[src/sv/rcrp_pkg.sv]
// Shared types, codes and helper functions of the replay command record parser.
package rcrp_pkg;

    // Configuration register indexes
    localparam int CFG_IDX_W = 2;
    localparam int CFG_DATA_W = 4;
    localparam logic [CFG_IDX_W-1:0] CFG_LONG_TURNS      = 2'd0;
    localparam logic [CFG_IDX_W-1:0] CFG_SWAPPED_LAYOUT  = 2'd1;
    localparam logic [CFG_IDX_W-1:0] CFG_PLAYERS_PRESENT = 2'd2;

    // Stream constants
    localparam logic [7:0] END_MARKER = 8'h80;
    localparam logic [2:0] LAST_POS_SHORT = 3'd3;
    localparam logic [2:0] LAST_POS_LONG  = 3'd4;
    localparam logic [3:0] MASK_RESET = 4'b0001;

    typedef enum logic [1:0] {
        KIND_RECORD     = 2'd0,
        KIND_RECORD_END = 2'd1,
        KIND_END_MARKER = 2'd2,
        KIND_DROPPED    = 2'd3
    } rcrp_kind_t;

    // Parser state carried from byte to byte
    typedef struct packed {
        logic [2:0] pos;
        logic [1:0] player;
        logic [7:0] fwd_hold;
        logic [7:0] side_hold;
        logic [7:0] turn_lo_hold;
        logic [7:0] turn_hi_hold;
    } rcrp_state_t;

    // One result beat
    typedef struct packed {
        rcrp_kind_t         kind;
        logic [1:0]         player;
        logic signed [7:0]  forward_move;
        logic signed [7:0]  side_move;
        logic signed [15:0] turn_amount;
        logic [7:0]         button_bits;
    } rcrp_result_t;

    // Mode bits handed to the step logic
    typedef struct packed {
        logic long_turns;
        logic swapped_layout;
        logic [3:0] players_present;
    } rcrp_cfg_t;

    // Lowest set bit of the mask; empty mask means player 0
    function automatic logic [1:0] lowest_present(input logic [3:0] mask);
        logic [1:0] res;
        res = 2'd0;
        for (int i = 3; i >= 0; i--)
        begin
            if (mask[i])
            begin
                res = 2'(i);
            end
        end
        return res;
    endfunction

    // Next present player after cur, wrapping; empty mask means player 0
    function automatic logic [1:0] next_present(input logic [1:0] cur,
                                                input logic [3:0] mask);
        logic [1:0] res;
        logic [1:0] p;
        res = 2'd0;
        for (int k = 4; k >= 1; k--)
        begin
            p = cur + 2'(k);
            if (mask[p])
            begin
                res = p;
            end
        end
        return res;
    endfunction

endpackage

[src/sv/rcrp_if.sv]
// Stream channel interfaces: command bytes in, command records out.
interface rcrp_in_if
    import rcrp_pkg::*;
();
    logic       valid;
    logic       ready;
    logic [7:0] data_byte;
    logic       end_of_data;

    modport source (output valid, output data_byte, output end_of_data, input ready);
    modport sink   (input valid, input data_byte, input end_of_data, output ready);
endinterface

interface rcrp_out_if
    import rcrp_pkg::*;
();
    logic               valid;
    logic               ready;
    logic [1:0]         kind;
    logic [1:0]         player;
    logic signed [7:0]  forward_move;
    logic signed [7:0]  side_move;
    logic signed [15:0] turn_amount;
    logic [7:0]         button_bits;

    modport source (output valid, output kind, output player, output forward_move,
                    output side_move, output turn_amount, output button_bits,
                    input ready);
    modport sink   (input valid, input kind, input player, input forward_move,
                    input side_move, input turn_amount, input button_bits,
                    output ready);
endinterface

[src/sv/replay_command_record_parser.sv]
// Top level: replay command record parser, one command byte per beat.
// Latency: a result beat is valid in the cycle after the byte that completes it.
// Throughput: one byte per cycle; the per-byte state update and one output register
// set this, and the input is held only while the output register is full and stalled.
// Reset (rst_n low, asynchronous): position 0, player 0, short turns, normal layout,
// presence mask 0001, output empty.
module replay_command_record_parser
    import rcrp_pkg::*;
(
    input  logic                  clk,
    input  logic                  rst_n,
    rcrp_in_if.sink               in_ch,
    rcrp_out_if.source            out_ch,
    input  logic                  cfg_we,
    input  logic [CFG_IDX_W-1:0]  cfg_index,
    input  logic [CFG_DATA_W-1:0] cfg_data
);

    rcrp_cfg_t    cfg_reg;
    rcrp_state_t  state_reg;
    rcrp_state_t  state_next;
    rcrp_state_t  step_state;
    rcrp_result_t step_res;
    logic         step_emit;
    logic         out_free;
    logic         accept;
    logic         mask_wr;

    assign in_ch.ready = out_free;
    assign accept      = in_ch.valid && in_ch.ready;
    assign mask_wr     = cfg_we && (cfg_index == CFG_PLAYERS_PRESENT);

    rcrp_step u_step (
        .cur         (state_reg),
        .cfg         (cfg_reg),
        .data_byte   (in_ch.data_byte),
        .end_of_data (in_ch.end_of_data),
        .nxt         (step_state),
        .emit        (step_emit),
        .res         (step_res)
    );

    rcrp_out_stage u_out (
        .clk      (clk),
        .rst_n    (rst_n),
        .load     (accept && step_emit),
        .load_res (step_res),
        .free     (out_free),
        .out_ch   (out_ch)
    );

    // configuration registers
    always_ff @(posedge clk or negedge rst_n)
    begin
        if (!rst_n)
        begin
            cfg_reg.long_turns      <= 1'b0;
            cfg_reg.swapped_layout  <= 1'b0;
            cfg_reg.players_present <= MASK_RESET;
        end
        else if (cfg_we)
        begin
            unique case (cfg_index)
                CFG_LONG_TURNS:      cfg_reg.long_turns      <= cfg_data[0];
                CFG_SWAPPED_LAYOUT:  cfg_reg.swapped_layout  <= cfg_data[0];
                CFG_PLAYERS_PRESENT: cfg_reg.players_present <= cfg_data;
                default: ;
            endcase
        end
    end

    // next parser state; a mask write reloads the current player
    always_comb
    begin
        state_next = state_reg;
        if (accept)
        begin
            state_next = step_state;
        end
        if (mask_wr)
        begin
            state_next.player = lowest_present(cfg_data);
        end
    end

    // parser state
    always_ff @(posedge clk or negedge rst_n)
    begin
        if (!rst_n)
        begin
            state_reg <= '0;
        end
        else
        begin
            state_reg <= state_next;
        end
    end

    // position never runs past the long-mode final byte
    a_pos_range: assert property (@(posedge clk) disable iff (!rst_n)
        state_reg.pos <= LAST_POS_LONG)
        else $error("parser position out of range");

    // current player is one marked present whenever the mask is not empty
    a_player_present: assert property (@(posedge clk) disable iff (!rst_n)
        (cfg_reg.players_present != 4'd0) |-> cfg_reg.players_present[state_reg.player])
        else $error("current player not present in mask");

    // any result beat restarts the record
    a_restart: assert property (@(posedge clk) disable iff (!rst_n)
        (accept && step_emit && !mask_wr) |=> (state_reg.pos == 3'd0))
        else $error("record position not cleared after result");

    // a produced result appears on the output
    a_emit_valid: assert property (@(posedge clk) disable iff (!rst_n)
        (accept && step_emit) |=> out_ch.valid)
        else $error("result beat lost");

    // a byte without result advances the position by one
    a_advance: assert property (@(posedge clk) disable iff (!rst_n)
        (accept && !step_emit) |=> (state_reg.pos == $past(state_reg.pos) + 3'd1))
        else $error("position did not advance");

endmodule

[src/sv/rcrp_step.sv]
// Per-byte parser step: next state and optional result for one command byte.
module rcrp_step
    import rcrp_pkg::*;
(
    input  rcrp_state_t  cur,
    input  rcrp_cfg_t    cfg,
    input  logic [7:0]   data_byte,
    input  logic         end_of_data,
    output rcrp_state_t  nxt,
    output logic         emit,
    output rcrp_result_t res
);

    logic [2:0]  last_pos;
    logic [15:0] turn_norm;
    logic [1:0]  first_player;

    assign last_pos     = cfg.long_turns ? LAST_POS_LONG : LAST_POS_SHORT;
    assign first_player = lowest_present(cfg.players_present);
    assign turn_norm    = cfg.long_turns ? {cur.turn_hi_hold, cur.turn_lo_hold}
                                         : {cur.turn_lo_hold, 8'h00};

    always_comb
    begin
        nxt  = cur;
        emit = 1'b0;
        res  = '0;
        priority if (cur.pos == 3'd0 && data_byte == END_MARKER)
        begin
            // end marker at record start
            emit       = 1'b1;
            res.kind   = KIND_END_MARKER;
            nxt.pos    = 3'd0;
            nxt.player = first_player;
        end
        else if (cur.pos >= last_pos)
        begin
            // final byte: record complete
            emit       = 1'b1;
            res.kind   = end_of_data ? KIND_RECORD_END : KIND_RECORD;
            res.player = cur.player;
            if (cfg.swapped_layout)
            begin
                res.forward_move = cur.side_hold;
                res.side_move    = cfg.long_turns ? 8'h00 : cur.turn_lo_hold;
                res.turn_amount  = {data_byte, 8'h00};
                res.button_bits  = cur.fwd_hold;
            end
            else
            begin
                res.forward_move = cur.fwd_hold;
                res.side_move    = cur.side_hold;
                res.turn_amount  = turn_norm;
                res.button_bits  = data_byte;
            end
            nxt.pos    = 3'd0;
            nxt.player = end_of_data ? first_player
                                     : next_present(cur.player, cfg.players_present);
        end
        else
        begin
            // capture byte into its hold slot
            unique case (cur.pos)
                3'd0:    nxt.fwd_hold     = data_byte;
                3'd1:    nxt.side_hold    = data_byte;
                3'd2:    nxt.turn_lo_hold = data_byte;
                default: nxt.turn_hi_hold = data_byte;
            endcase
            if (end_of_data)
            begin
                emit       = 1'b1;
                res.kind   = KIND_DROPPED;
                nxt.pos    = 3'd0;
                nxt.player = first_player;
            end
            else
            begin
                nxt.pos = cur.pos + 3'd1;
            end
        end
    end

endmodule

[src/sv/rcrp_out_stage.sv]
// Output register stage: holds one result beat until the sink takes it.
module rcrp_out_stage
    import rcrp_pkg::*;
(
    input  logic         clk,
    input  logic         rst_n,
    input  logic         load,
    input  rcrp_result_t load_res,
    output logic         free,
    rcrp_out_if.source   out_ch
);

    logic         valid_reg;
    logic         valid_next;
    rcrp_result_t res_reg;

    // stage can take a new beat when empty or draining this cycle
    assign free       = !valid_reg || out_ch.ready;
    assign valid_next = load ? 1'b1 : (valid_reg && !out_ch.ready);

    always_ff @(posedge clk or negedge rst_n)
    begin
        if (!rst_n)
        begin
            valid_reg <= 1'b0;
        end
        else
        begin
            valid_reg <= valid_next;
        end
    end

    // payload, no reset
    always_ff @(posedge clk)
    begin
        if (load)
        begin
            res_reg <= load_res;
        end
    end

    assign out_ch.valid        = valid_reg;
    assign out_ch.kind         = res_reg.kind;
    assign out_ch.player       = res_reg.player;
    assign out_ch.forward_move = res_reg.forward_move;
    assign out_ch.side_move    = res_reg.side_move;
    assign out_ch.turn_amount  = res_reg.turn_amount;
    assign out_ch.button_bits  = res_reg.button_bits;

endmodule
[src/flat_wrapper.sv]
// flat-port wrapper written by rule: the top's interface ports become plain ports
module replay_command_record_parser_flat import rcrp_pkg::*;
  (clk, rst_n, cfg_we, cfg_index, cfg_data, in_ch_valid, in_ch_data_byte, in_ch_end_of_data, in_ch_ready, out_ch_valid, out_ch_kind, out_ch_player, out_ch_forward_move, out_ch_side_move, out_ch_turn_amount, out_ch_button_bits, out_ch_ready);
  rcrp_in_if in_ch_i ();
  rcrp_out_if out_ch_i ();
  input  logic clk;
  input  logic rst_n;
  input  logic cfg_we;
  input  logic [CFG_IDX_W-1:0] cfg_index;
  input  logic [CFG_DATA_W-1:0] cfg_data;
  input wire logic [$bits(in_ch_i.valid)-1:0] in_ch_valid;
  input wire logic [$bits(in_ch_i.data_byte)-1:0] in_ch_data_byte;
  input wire logic [$bits(in_ch_i.end_of_data)-1:0] in_ch_end_of_data;
  output wire logic [$bits(in_ch_i.ready)-1:0] in_ch_ready;
  output wire logic [$bits(out_ch_i.valid)-1:0] out_ch_valid;
  output wire logic [$bits(out_ch_i.kind)-1:0] out_ch_kind;
  output wire logic [$bits(out_ch_i.player)-1:0] out_ch_player;
  output wire logic [$bits(out_ch_i.forward_move)-1:0] out_ch_forward_move;
  output wire logic [$bits(out_ch_i.side_move)-1:0] out_ch_side_move;
  output wire logic [$bits(out_ch_i.turn_amount)-1:0] out_ch_turn_amount;
  output wire logic [$bits(out_ch_i.button_bits)-1:0] out_ch_button_bits;
  input wire logic [$bits(out_ch_i.ready)-1:0] out_ch_ready;
  assign in_ch_i.valid = in_ch_valid;
  assign in_ch_i.data_byte = in_ch_data_byte;
  assign in_ch_i.end_of_data = in_ch_end_of_data;
  assign in_ch_ready = in_ch_i.ready;
  assign out_ch_valid = out_ch_i.valid;
  assign out_ch_kind = out_ch_i.kind;
  assign out_ch_player = out_ch_i.player;
  assign out_ch_forward_move = out_ch_i.forward_move;
  assign out_ch_side_move = out_ch_i.side_move;
  assign out_ch_turn_amount = out_ch_i.turn_amount;
  assign out_ch_button_bits = out_ch_i.button_bits;
  assign out_ch_i.ready = out_ch_ready;
  replay_command_record_parser u_core (.clk(clk), .rst_n(rst_n), .in_ch(in_ch_i), .out_ch(out_ch_i), .cfg_we(cfg_we), .cfg_index(cfg_index), .cfg_data(cfg_data));
endmodule
[config.mk]
export PLATFORM = sky130hd
export DESIGN_NAME = replay_command_record_parser_flat
export DESIGN_NICKNAME = d
export VERILOG_FILES = /design/src/sv/rcrp_pkg.sv /design/src/sv/rcrp_if.sv /design/src/sv/replay_command_record_parser.sv /design/src/sv/rcrp_step.sv /design/src/sv/rcrp_out_stage.sv /design/src/flat_wrapper.sv
export SDC_FILE = /design/constraint.sdc
export NUM_CORES = 1
export LEC_CHECK = 0
export ABC_AREA = 1
export BUFFER_PORTS_ARGS = -buffer_cell sky130_fd_sc_hd__buf_2
export CORE_UTILIZATION = 56
export CTS_CLUSTER_SIZE = 14
export DETAILED_ROUTE_END_ITERATION = 7
export PLACE_DENSITY = 0.83
export SYNTH_ARGS = -nofsm -noshare
export SYNTH_HDL_FRONTEND = slang
export SYNTH_SLANG_ARGS = --single-unit
[constraint.sdc]
create_clock -name clk -period 3.86 [get_ports clk]
set_input_delay 0.772 -clock clk [delete_from_list [all_inputs] [get_ports clk]]
set_output_delay 0.772 -clock clk [all_outputs]
set_load 0.02 [all_outputs]
=== Word-level counts from Yosys, hierarchy flattened ===
Index checks and enable logic that the tools add are counted.
Widths: inputs -> output; s select.

* Multiplexer cells: 44
* Reductions and logical operators: 23
* Order comparisons: 5
* Add/sub/neg operators: 4
* Bitwise operators: 4
* Equal/unequal tests: 6

{| class="wikitable"
|+ Operator list
! cell !! number
|-
| $mux 32 || 2
|-
| $mux 40 || 1
|-
| $mux 8 || 5
|-
| $mux 2 || 17
|-
| $mux 34 || 1
|-
| $mux 16 || 1
|-
| $reduce_and 4->1 || 4
|-
| $lt 2x3->1 const B || 4
|-
| $mux 5 || 2
|-
| $mux 1 || 9
|-
| $bmux 1 s2 || 4
|-
| $eq 8x8->1 const B || 1
|-
| $ne 7x3->1 const B || 1
|-
| $mux 3 || 2
|-
| $reduce_and 2->1 || 3
|-
| $logic_and 1x1->1 || 5
|-
| $add 2x2->2 const B || 2
|-
| $not 1->1 || 4
|-
| $reduce_bool 4->1 || 1
|-
| $reduce_or 4->1 || 1
|-
| $add 3x1->3 const B || 1
|-
| $eq 3x1->1 const B || 1
|-
| $eq 3x2->1 const B || 1
|-
| $ge 3x3->1 || 1
|-
| other kinds (11) || 12
|}

* Logic and storage cells: 103
* Output and inout bits: 46
* Flip-flop bits (word level): 88
* Bits of input ports: 20

=== Longest topological paths before layout ===
* Depth after elaboration: 11
* Gate-level depth with buffers: 15
* Mapped depth without buffers: 14

=== By module ===
Synthesis repeated with hierarchy kept, for this count alone.

* Cell total of the unflattened synthesis: 577
* Area total of the unflattened synthesis: 4749.6 um^2

{| class="wikitable"
|+ By module, submodules not included
! module !! cells an instance !! area each (um^2) !! instances !! seq. area each (um^2)
|-
| replay_command_record_parser || 204 || 1810.5 || 1 || 1077.3
|-
| rcrp_step || 324 || 1572.8 || 1 || 0.0
|-
| rcrp_out_stage || 49 || 1366.3 || 1 || 1346.3
|}

=== Least setup slack after synthesis ===
Ideal clock, no wire load.

* Kind: flip-flop to flip-flop
* Start point: register u_core.cfg_reg[5] (netlist bit)
* End point: register u_core.u_out.res_reg, in the netlist u_core.u_out.out_ch.button_bits[0], enable pin
* Path buffers: 1
* Library setup time: 0.399 ns
* Data required time: 3.461 ns
* Path slack: 0.886 ns
* Stages on the path, launching flop included: 10
* Clock period less this slack: 2.974 ns
* Data arrival time: 2.575 ns
* Cell sequence: dfrtp_1 -> clkbuf_1 -> clkinv_1 -> ha_1 -> nand3_1 -> nand3_1 -> nor2_1 -> nand2_1 -> nand2_1 -> inv_1

* Word-level cells in the longest chain between the ends: 5

{| class="wikitable"
|+ RTL lines
! item !! RTL line !! RTL
|-
| start: declaration || replay_command_record_parser.sv:19 || <nowiki>rcrp_cfg_t cfg_reg;</nowiki>
|-
| $mux 3 || rcrp_step.sv:18 || <nowiki>assign last_pos = cfg.long_turns ? LAST_POS_LONG : LAST_POS_SHORT;</nowiki>
|-
| $ge 3x3->1 || rcrp_step.sv:36 || <nowiki>else if (cur.pos >= last_pos)</nowiki>
|-
| $mux 1 || rcrp_step.sv:36 ||
|-
| $mux 1 || rcrp_step.sv:28 || <nowiki>priority if (cur.pos == 3'd0 && data_byte == END_MARKER)</nowiki>
|-
| $logic_and 1x1->1 || replay_command_record_parser.sv:46 || <nowiki>.load (accept && step_emit),</nowiki>
|-
| via u_core.u_out.load || rcrp_out_stage.sv:7 || <nowiki>input logic load,</nowiki>
|-
| end signal: assignment || rcrp_out_stage.sv:38 || <nowiki>res_reg <= load_res;</nowiki>
|-
| end: declaration || rcrp_out_stage.sv:15 || <nowiki>rcrp_result_t res_reg;</nowiki>
|}

The timed path passes the listed nets, and every way through them passes these cells.
A chain may end at the register's enable or synchronous reset.

=== Worst setup path in the final report ===
* Start point: register u_core.cfg_reg[5] (netlist bit)
* End point: register u_core.u_out.res_reg, in the netlist u_core.u_out.out_ch.forward_move[2], enable pin

The elaborated chain is that of the path after synthesis.

==> flow_metrics.tcl <==
set metrics [dict create \
    largest_reg_flops 37 \
    cts_hold_buf 0 \
    placementRows 30 \
    nets 553 \
    start_util_pct 59.1 \
    root_buffer "clkbuf_8" \
    yosys.area.top_type "edfxtp_1" \
    tritoncts "done" \
    clock_sinks 88 \
    ys_top_cells_by_count "138 x nand2_1, 44 x edfxtp_1, 43 x dfrtp_1, 42 x inv_1, 42 x nor2_1" \
    fin_crit_ns 3.04 \
    worstSetupPathType "flop to flop" \
    reg2regPathDepth 9 \
    leakage_uw 0.00220 \
    antenna_found_initial 0 \
    worstHoldPathCells 2 \
    cp-start-kind "flop" \
    area_growth_pct 15.1 \
    fmax_mhz 329 \
    crit_start "u_core.cfg_reg[5]" \
    io_buffers 65 \
    clock_path_buffers 2 \
    drc_errors 0 \
    rsz0062_at_grt "no" \
    final_core_util_pct 68.1 \
    run_status "complete, no violations" \
    syn_area_mm2 0.00408 \
    fillers 593 \
    arrival_ns 3.04 \
    power_density_mw_per_mm2 754 \
    dr.pass1.iters 4 \
    ys_ff_latch 88 \
    whs_endpoint "u_core.state_reg[1]" \
    worstPathRequired_ns 3.86 \
    placed_cells 610 \
    syn-num-nets 491 \
    top_level_ports 66 \
    hold_start "u_core.state_reg[1]" \
    fin_setup_tns_ns 0 \
    grt_pass1_vias 3027 \
    via_count 3294 \
    grt_remaining_overflow 0 \
    synth.most_common_cell "nand2_1" \
    grt_use_total_pct 24.1 \
    avgSynthCellArea_um2 8.82 \
    wl_per_cell_um 13.6 \
    htreeDepth 3 \
    crit_slowest_cell "dfrtp_1" \
    dieHeight_um 87.4 \
    drv_cap 0 \
    yosysSeqAreaShare_pct 59.3 \
    grt_pass1_wl_um 13800 \
    via_per_inst 5.26 \
    grt_start_max_net_pins 46 \
    stdcell_count 626 \
    crit_path_max_fanout 45 \
    final_area_mm2 0.00470 \
    critPathMaxStageDelay_ns 0.72 \
    clock_skew_ns 0.00994 \
    gp_congestion 0.956 \
    post_cts_buffers 0 \
    wl_um 8520 \
    drv_slew 0 \
    hold_ws_ns 0.498 \
    ys_types 19 \
    yosys-top-cells-area "edfxtp_1 32%, dfrtp_1 26%, nand2_1 13%, a21oi_1 4.7%, o21ai_1 3.9%" \
    hold_viol 0 \
    drt_iter0_drc 311 \
    synth_top_area_share_pct 32.4 \
    clk_pin_slew_ns 0.08 \
    netlist_instances 463 \
    finalSetupViolCount 0 \
    post_route_cells_drive_above_1_share_pct 17.2 \
    dpl-instance-area_mm2 0.00448 \
    synthFlopType "edfxtp_1" \
    max_slew_margin_pct 34.5 \
    worstMarginPinSlew_ns 0.982 \
    synthArstFlopShare_pct 50.0 \
    synth-edff-count 44 \
    r2r_slack_ns 0.82 \
    dieArea_mm2 0.00764 \
    diodes 0 \
    fin_crit_sh_pct 78.6 \
    cts-resized-gates 0 \
    core_region_area_mm2 0.00691 \
    vdd_ir_drop_max_v 0.000479 \
    hp-class "flop to flop" \
    ant_nets 0 \
    cts_buffers 9 \
    r2r-start "u_core.cfg_reg[5]" \
    dp_hpwl_um 5830 \
    yosysWarnings 0 \
    die_w_um 87.4 \
    path_cells "clkinv_1, ha_1, nand3_1, nand3_1, nor2_1, nand2_1, nand2_1, inv_1, buf_4" \
    reg2reg_to "u_core.u_out.out_ch.forward_move[2]" \
    end_kind "flop" \
    insertion_delay_ns 0.36 \
]
-- worst max-delay path by stage --
stage / endpoint / slack, ns
4_1_cts: u_core.u_out.out_ch.side_move[3] / 0.84
2_1_floorplan: u_core.u_out.out_ch.button_bits[0] / 0.89
6_report: u_core.u_out.out_ch.forward_move[2] / 0.82
3_5_place_dp: u_core.u_out.out_ch.side_move[3] / 0.85
5_1_grt: u_core.u_out.out_ch.side_move[3] / 0.52
3_3_place_gp: u_core.u_out.out_ch.side_move[6] / 1.01
-- through the flow --
step / setup WS (ns) / power (uW)
after floorplan: 0.886 / 2490
final: 0.824 / 3540
after global placement: 1.01 / 2790
after global routing: 0.523 / 3780
after CTS: 0.845 / 3550
after detailed placement: 0.848 / 2850
-- placed cells by master, fill, tap and decap left out, types with 3 or more instances in the layout --
master    synthesis  final
nand3_1          25     25
ha_1              8      8
o21ai_1          32     32
inv_1            42     42
a21oi_1          38     38
buf_2             5     65
nor2_1           42     42
o21ai_0          23     23
buf_4             0      3
clkbuf_8          0      9
edfxtp_1         44     44
nand2_1         138    138
inv_2             4      4
dfrtp_1          43     43
-- logic make-up after synthesis --
kind of cell	share of synthesized area, %
and+or+nand+nor	20.8
DFF	59.3
adders and majority gates	2.45
AOI/OAI and AO/OA	11.4
buffers and inverters	6.04
-- worst max-delay path: cells and delay by family (launching register included) --
kind                     cells  cell delay, ns
buffers and inverters        3            0.94
flip-flops                   1            0.72
AND/OR/NAND/NOR              5            0.57
adder cells (fa/ha/maj)      1            0.43
-- metal layers --
layer  GRT usage, %  up-vias  routed length, um
met5              0        -                  0
met3           4.93       15                475
met2           40.9      127               4350
li1               -     1645                  -
met4           9.99        0                170
met1           30.2     1507               3520
-- report_power, final --
group / switching, uW / internal [uW] / leakage (uW)
clock network: 327 / 369 / 0.000111
logic: 898 / 400 / 0.00110
registers: 190 / 1360 / 0.000980
total: 1410 / 2130 / 0.00220
-- cell type report --
class	count	area [um^2]	share of cell area [%]
Multi-Input combinational cell	311	1410	30.1
Clock inverter	6	91.3	1.94
Sequential cell	88	2420	51.6
Timing Repair Buffer	68	348	7.40
Tap cell	96	120	2.56
Clock buffer	10	128	2.71
Inverter	47	176	3.75
Note: power is estimated with default switching activity, not from simulation.
